$ cat src/rtl/brmv_pkg.sv
package brmv_pkg;
    localparam int unsigned SAMPLE_W = 32;
    localparam int unsigned COUNT_W  = 32;
    localparam int unsigned DEV_W    = 64;
    localparam int unsigned DEVO_W   = 63;
    localparam int unsigned BIN_W    = 8;
    localparam int unsigned CFG_W    = 9;
    localparam logic [CFG_W-1:0] BINS_RESET = 9'd256;
    localparam logic [DEV_W-1:0] DEV_MAX = 64'h7FFF_FFFF_FFFF_FFFF;
    localparam logic [COUNT_W-1:0] COUNT_MAX = 32'hFFFF_FFFF;

    typedef enum logic {
        CMD_ADD  = 1'b0,
        CMD_READ = 1'b1
    } t_cmd;

    typedef enum logic {
        ST_OK    = 1'b0,
        ST_RANGE = 1'b1
    } t_status;

    typedef enum logic [3:0] {
        S_IDLE,
        S_RD,
        S_RDW,
        S_CHK,
        S_DIV,
        S_MEAN,
        S_MUL,
        S_ACC,
        S_WR,
        S_OUT
    } t_state;

    typedef struct packed {
        logic load;
        logic rd;
        logic div_start;
        logic mean;
        logic mul;
        logic acc;
        logic wr;
        logic res_ok;
        logic res_bad;
        logic out_ld;
    } t_ctl;

    typedef struct packed {
        logic in_range;
        logic is_add;
        logic div_done;
    } t_sts;

    typedef struct packed {
        logic                    command;
        logic signed [SAMPLE_W-1:0] sample;
        logic [BIN_W-1:0]        bin_index;
    } t_in;

    typedef struct packed {
        logic                    status;
        logic signed [SAMPLE_W-1:0] bin_mean;
        logic [DEVO_W-1:0]       bin_deviation_sum;
        logic [COUNT_W-1:0]      bin_samples;
    } t_out;
endpackage

$ cat src/rtl/brmv_ctrl.sv
module brmv_ctrl (
    input  logic            i_clk,
    input  logic            i_rst_n,
    input  logic            i_in_valid,
    output logic            o_in_ready,
    output logic            o_out_valid,
    input  logic            i_out_ready,
    input  logic            i_clr_done,
    input  brmv_pkg::t_sts  i_sts,
    output brmv_pkg::t_ctl  o_ctl
);
    import brmv_pkg::*;

    t_state r_state, n_state;
    logic   r_ov, n_ov;

    always_ff @(posedge i_clk) begin
        if (!i_rst_n) begin
            r_state <= S_IDLE;
            r_ov    <= 1'b0;
        end else begin
            r_state <= n_state;
            r_ov    <= n_ov;
        end
    end

    always_comb begin
        n_state    = r_state;
        n_ov       = r_ov;
        o_ctl      = '0;
        o_in_ready = 1'b0;
        if (r_ov && i_out_ready) begin
            n_ov = 1'b0;
        end
        unique case (r_state)
            S_IDLE: begin
                o_in_ready = i_clr_done;
                if (i_in_valid && i_clr_done) begin
                    o_ctl.load = 1'b1;
                    n_state    = S_RD;
                end
            end
            S_RD: begin
                o_ctl.rd = 1'b1;
                n_state  = S_RDW;
            end
            S_RDW: n_state = S_CHK;
            S_CHK: begin
                if (!i_sts.in_range) begin
                    o_ctl.res_bad = 1'b1;
                    n_state       = S_OUT;
                end else if (i_sts.is_add) begin
                    o_ctl.div_start = 1'b1;
                    n_state         = S_DIV;
                end else begin
                    o_ctl.res_ok = 1'b1;
                    n_state      = S_OUT;
                end
            end
            S_DIV: if (i_sts.div_done) begin
                n_state = S_MEAN;
            end
            S_MEAN: begin
                o_ctl.mean = 1'b1;
                n_state    = S_MUL;
            end
            S_MUL: begin
                o_ctl.mul = 1'b1;
                n_state   = S_ACC;
            end
            S_ACC: begin
                o_ctl.acc = 1'b1;
                n_state   = S_WR;
            end
            S_WR: begin
                o_ctl.wr     = 1'b1;
                o_ctl.res_ok = 1'b1;
                n_state      = S_OUT;
            end
            S_OUT: if (!r_ov || i_out_ready) begin
                o_ctl.out_ld = 1'b1;
                n_ov         = 1'b1;
                n_state      = S_IDLE;
            end
            default: n_state = S_IDLE;
        endcase
    end

    assign o_out_valid = r_ov;
endmodule

$ cat config.mk
export PLATFORM = sky130hd
export DESIGN_NAME = brmv_ctrl
export DESIGN_NICKNAME = d
export VERILOG_FILES = /design/src/rtl/brmv_pkg.sv /design/src/rtl/brmv_ctrl.sv
export SDC_FILE = /design/constraint.sdc
export NUM_CORES = 1
export LEC_CHECK = 0
export BUFFER_PORTS_ARGS = -buffer_cell sky130_fd_sc_hd__clkbuf_2
export CAP_MARGIN = 10
export CORE_AREA = 2 2 39 41
export DETAILED_ROUTE_END_ITERATION = 8
export DIE_AREA = 0 0 41 43
export GPL_TIMING_DRIVEN = 0
export HOLD_SLACK_MARGIN = 0.15
export PLACE_DENSITY = 0.53
export SETUP_SLACK_MARGIN = 0.05
export SLEW_MARGIN = 10
export SYNTH_ARGS = -nofsm -noshare
export SYNTH_HDL_FRONTEND = slang
export SYNTH_SLANG_ARGS = --single-unit
$ cat constraint.sdc
create_clock -name i_clk -period 1.7 [get_ports i_clk]
set_input_delay 0.17 -clock i_clk [delete_from_list [all_inputs] [get_ports i_clk]]
set_output_delay 0.17 -clock i_clk [all_outputs]
set_load 0.005 [all_outputs]
Word level (Yosys, flattened, before mapping) --
Index checks and enable logic that the tools add are counted.
Storage, ports and cells: register bits after elaboration 5, output and inout bits 12, logic and storage cells 47
Cells by class: equality and inequality tests 12, muxes and demuxes 27, reductions and logical operators 6
Operators with widths (count):
- one-hot mux 4 bit (10 select lines) | 1
- 2-to-1 mux 1 bit | 20
- 2-to-1 mux 4 bit | 5
- == test 4 x 3 -> 1 bit (second input constant) | 4
- == test 4 x 2 -> 1 bit (second input constant) | 2
- == test 4 bit (second input constant) | 2
- inequality test 2 bit (second input constant) | 3
- == test 4 x 1 -> 1 bit (second input constant) | 1
- logical NOT 4 bit | 1
- AND reduction 3 bit | 1
- logical AND 1 bit | 2
- one-hot mux 1 bit (2 select lines) | 1
- logical NOT 1 bit | 1
- logical OR 1 bit | 1

Logic depth before layout (Yosys ltp) --
depth in word-level cells 4, depth in mapped cells 5, gate-level depth less buffers 4

Least setup slack after synthesis --
OpenSTA, ideal clock, no wires.
kind register to output, start point reg r_state[0], end point out o_ctl[2] (netlist bit), data arrival time 1.194 ns, setup slack 0.336 ns, cell stages (with the launch flop) 5, buffers on the path 1, cells stage by stage dfxtp_1 -> buf_4 -> nand2_1 -> or4b_1 -> a21oi_1
RTL lines:
- start, declared | line brmv_ctrl.sv:14 | t_state r_state, n_state;
- start signal, assigned | line brmv_ctrl.sv:22 | r_state <= n_state;
- end, declared | line brmv_ctrl.sv:10 | output brmv_pkg::t_ctl o_ctl

==> results by group <==
Critical path
  • Critical path startpoint category: register
  • RR Endpoint: r_state[0]
  • Critical path's slowest cell: or4b_4
  • Reg2Reg Setup Slack: 0.30 ns
  • Crit path largest cell delay: 0.48 ns
  • Setup CP Type: register to output pin
  • CP required: 1.53 ns
  • CP endpoint: o_ctl[2]
  • Worst path cell trace: buf_6, nand2_4, or4b_4, a21oi_2, clkbuf_2
  • Register-to-Register Path Depth: 5
  • CP startpoint: r_state[0]
  • Reg2reg start: r_state[0]
  • CP Capture Type: output pin
  • Crit-path max FO: 5
  • Arr. time, crit path: around 1.5 ns

Routing
  • Met1 wire length: approximately 480 um
  • Number of remaining DRC errors: 0
  • Post-DR wirelength/cell: approximately 11 um
  • WL met2: 527 um
  • DR vias/cell: around 4.9
  • WL met3: 40 um
  • Post-DRT Antenna Nets: 0
  • DR iter-0 viols: 6
  • Top layer in use: met3
  • Vias: 462
  • Total Routed Length: 1040 um
  • 1st-pass router iterations: 4

Die
  • Core ar.: approximately 1400 um^2
  • Initial Util: 28.8%
  • Die Wd: a little over 40 um
  • IO Count: 20
  • Die height: 43 um
  • FP Rows: 14
  • Die Footprint: 1760 um^2

Timing
  • Slew Viols, Final: 0
  • Max Freq: 612 MHz
  • Slew @ Worst Pin: between 0.2 and 0.25 ns
  • RSZ-0062 raised after global routing: true
  • Final setup violating endpoints: 0
  • Setup TNS Final: 0 ns
  • Worst Slack Setup Final: between 0.06 and 0.07 ns
  • Part of the cycle the worst path needs: between 90% and 100%
  • Clock Skew: 0.0122 ns
  • Final hold vios: 0
  • Slew margin rel.: 83.7%
  • Fin crit period: 1.63 ns

Status
  • Status: finished clean

Finish
  • Number of fill cells in the layout: 162
  • Share of cells above drive strength 1: approximately three fifths
  • Antenna diodes: 0
  • Reg area: 101 um^2
  • Post-layout net count: 88
  • Area of the multi-input gates: 282 um^2
  • Design Area, Final: 618 um^2
  • Layout Area Growth over Synthesis: 55.3%
  • Final Util: 44.7%

Logic synthesis
  • Synth top area share: around a quarter
  • Mean Syn Cell Area: ~8.0 um^2
  • Mapped Cells: 50
  • Syn_nets: 58
  • Area leader, netlist: dfxtp_1
  • Cell Area, Synth: 398 um^2
  • Post-synth top flop: dfxtp_1
  • Unique cell type count in the Yosys netlist: 27
  • Area contributors post-synth: dfxtp_1, nand2b_4, nor4_1, buf_6, a21oi_1
  • Count of state elements after synthesis: 5
  • EDFF count, synth: 0
  • Ys async rst share: 0%
  • Most frequent cells after synthesis: dfxtp_1, nand2_1, nor2_1
  • Yosys warns: 0
  • Sequential-to-total area share from yosys stat: 25.2%

Clocking
  • Clock Sinks: 5
  • H-tree levels: 1
  • Num CTS Buffers: 3
  • CTS max path bufs: 2
  • Skew-Pair Late Insertion Delay: 0.25 ns
  • Worst-path clk slew: 0.05 ns
  • Clk root buf: clkbuf_4
  • CTS tree: done

Placement
  • Final GP Congestion: 0.669
  • Worst slack, placed: 0.141 ns
  • Post-detail-place hpwl: around 700 um
  • PortBufs: 19
  • Area of placed instances: 513 um^2

Power
  • Worst vdd ir: around 500 uV
  • Final Power: approximately 460 uW
  • Pwr dens: 746 nW/um^2
  • Leak: 0.301 nW

Global routing
  • Initial antenna violation count: 0
  • GRT overflow: 0
  • Vias in the first global route: 411
  • Largest net degree at the start of global routing: 11
  • First-pass GRT wire length: ~1600 um
  • GR Util All Layers: 13.0%

Run
  • Max Cap Viol: 0

Hold path
  • Hold WC Path Type: primary input to register
==> power breakdown <==
part | switching, mW | total, mW | internal [mW]
logic | 0.0856 | 0.187 | 0.101
clock network | 0.0556 | 0.141 | 0.0855
registers | 0.00480 | 0.133 | 0.129
==> per-stage QoR <==
step,hold WS [ns],cells
2_1_floorplan,0.310,50
3_3_place_gp,0.464,85
3_5_place_dp,0.460,85
4_1_cts,0.192,93
5_1_grt,0.215,95
6_report,0.201,95
==> cells in the final DEF, fill, tap and decap left out, types with 2 or more instances in the layout <==
cell and instances:
dfxtp_1 4, a21oi_1 3, nor3_1 2, a21boi_0 2, buf_6 3, nor2_1 5
nor4_1 3, or3_4 2, nand3_1 2, nand2_1 4, clkbuf_4 3, buf_4 6
nand2b_4 2, clkbuf_2 20
==> cell type report <==
class / instances / share of cell area [%]
buffer: 4 / 6.28
multi-input combinational: 40 / 45.5
sequential: 5 / 16.4
inverter: 1 / 1.42
tap: 16 / 3.24
timing repair buffer: 25 / 22.7
clock buffer: 3 / 3.64
clock inverter: 1 / 0.810
==> layer usage <==
layer  up-vias  global-route usage (%)
met4         0                    4.00
met1       212                    15.1
li1        240                       -
met5         -                       0
met2        10                    20.0
met3         0                    6.28
==> worst max-delay path: cells and delay by family, from the launching register on <==
family / cells / cell delay, ns
AO/OA/AOI/OAI: 1 / 0.12
AND/OR/NAND/NOR: 2 / 0.54
buffers and inverters: 2 / 0.23
flip-flops: 1 / 0.32
==> cells by family (layout without fill, tap and decap cells) <==
logic type	count (synthesis)	after routing	share of synthesized area, %
AND/OR/NAND/NOR	29	29	45.3
AO/OA/AOI/OAI	11	11	18.9
flip-flops	5	5	25.2
buffers and inverters	5	34	10.7
==> registers in the layout, indices dropped and copies added, names as in the netlist <==
name / count
r_state: 4
o_out_valid: 1
==> worst min-delay path by stage <==
stage / slack (ns) / to / from / cells after the start
floorplan: 0.31 / r_state[0] / i_rst_n / 1
global placement: 0.46 / o_out_valid / i_rst_n / 2
detailed placement: 0.46 / r_state[1] / i_rst_n / 3
CTS: 0.19 / o_out_valid / i_rst_n / 2
global route: 0.22 / r_state[0] / i_rst_n / 2
finish: 0.20 / o_out_valid / i_rst_n / 2
==> repair_timing <==
action,4_1_cts,5_1_grt
pin swaps,2,0
hold buffers,0,0
endpoints found under the setup margin,2,7
setup buffers,4,2
cloned,0,0
resized for setup,6,4
Power figures use the tool's default switching activity.
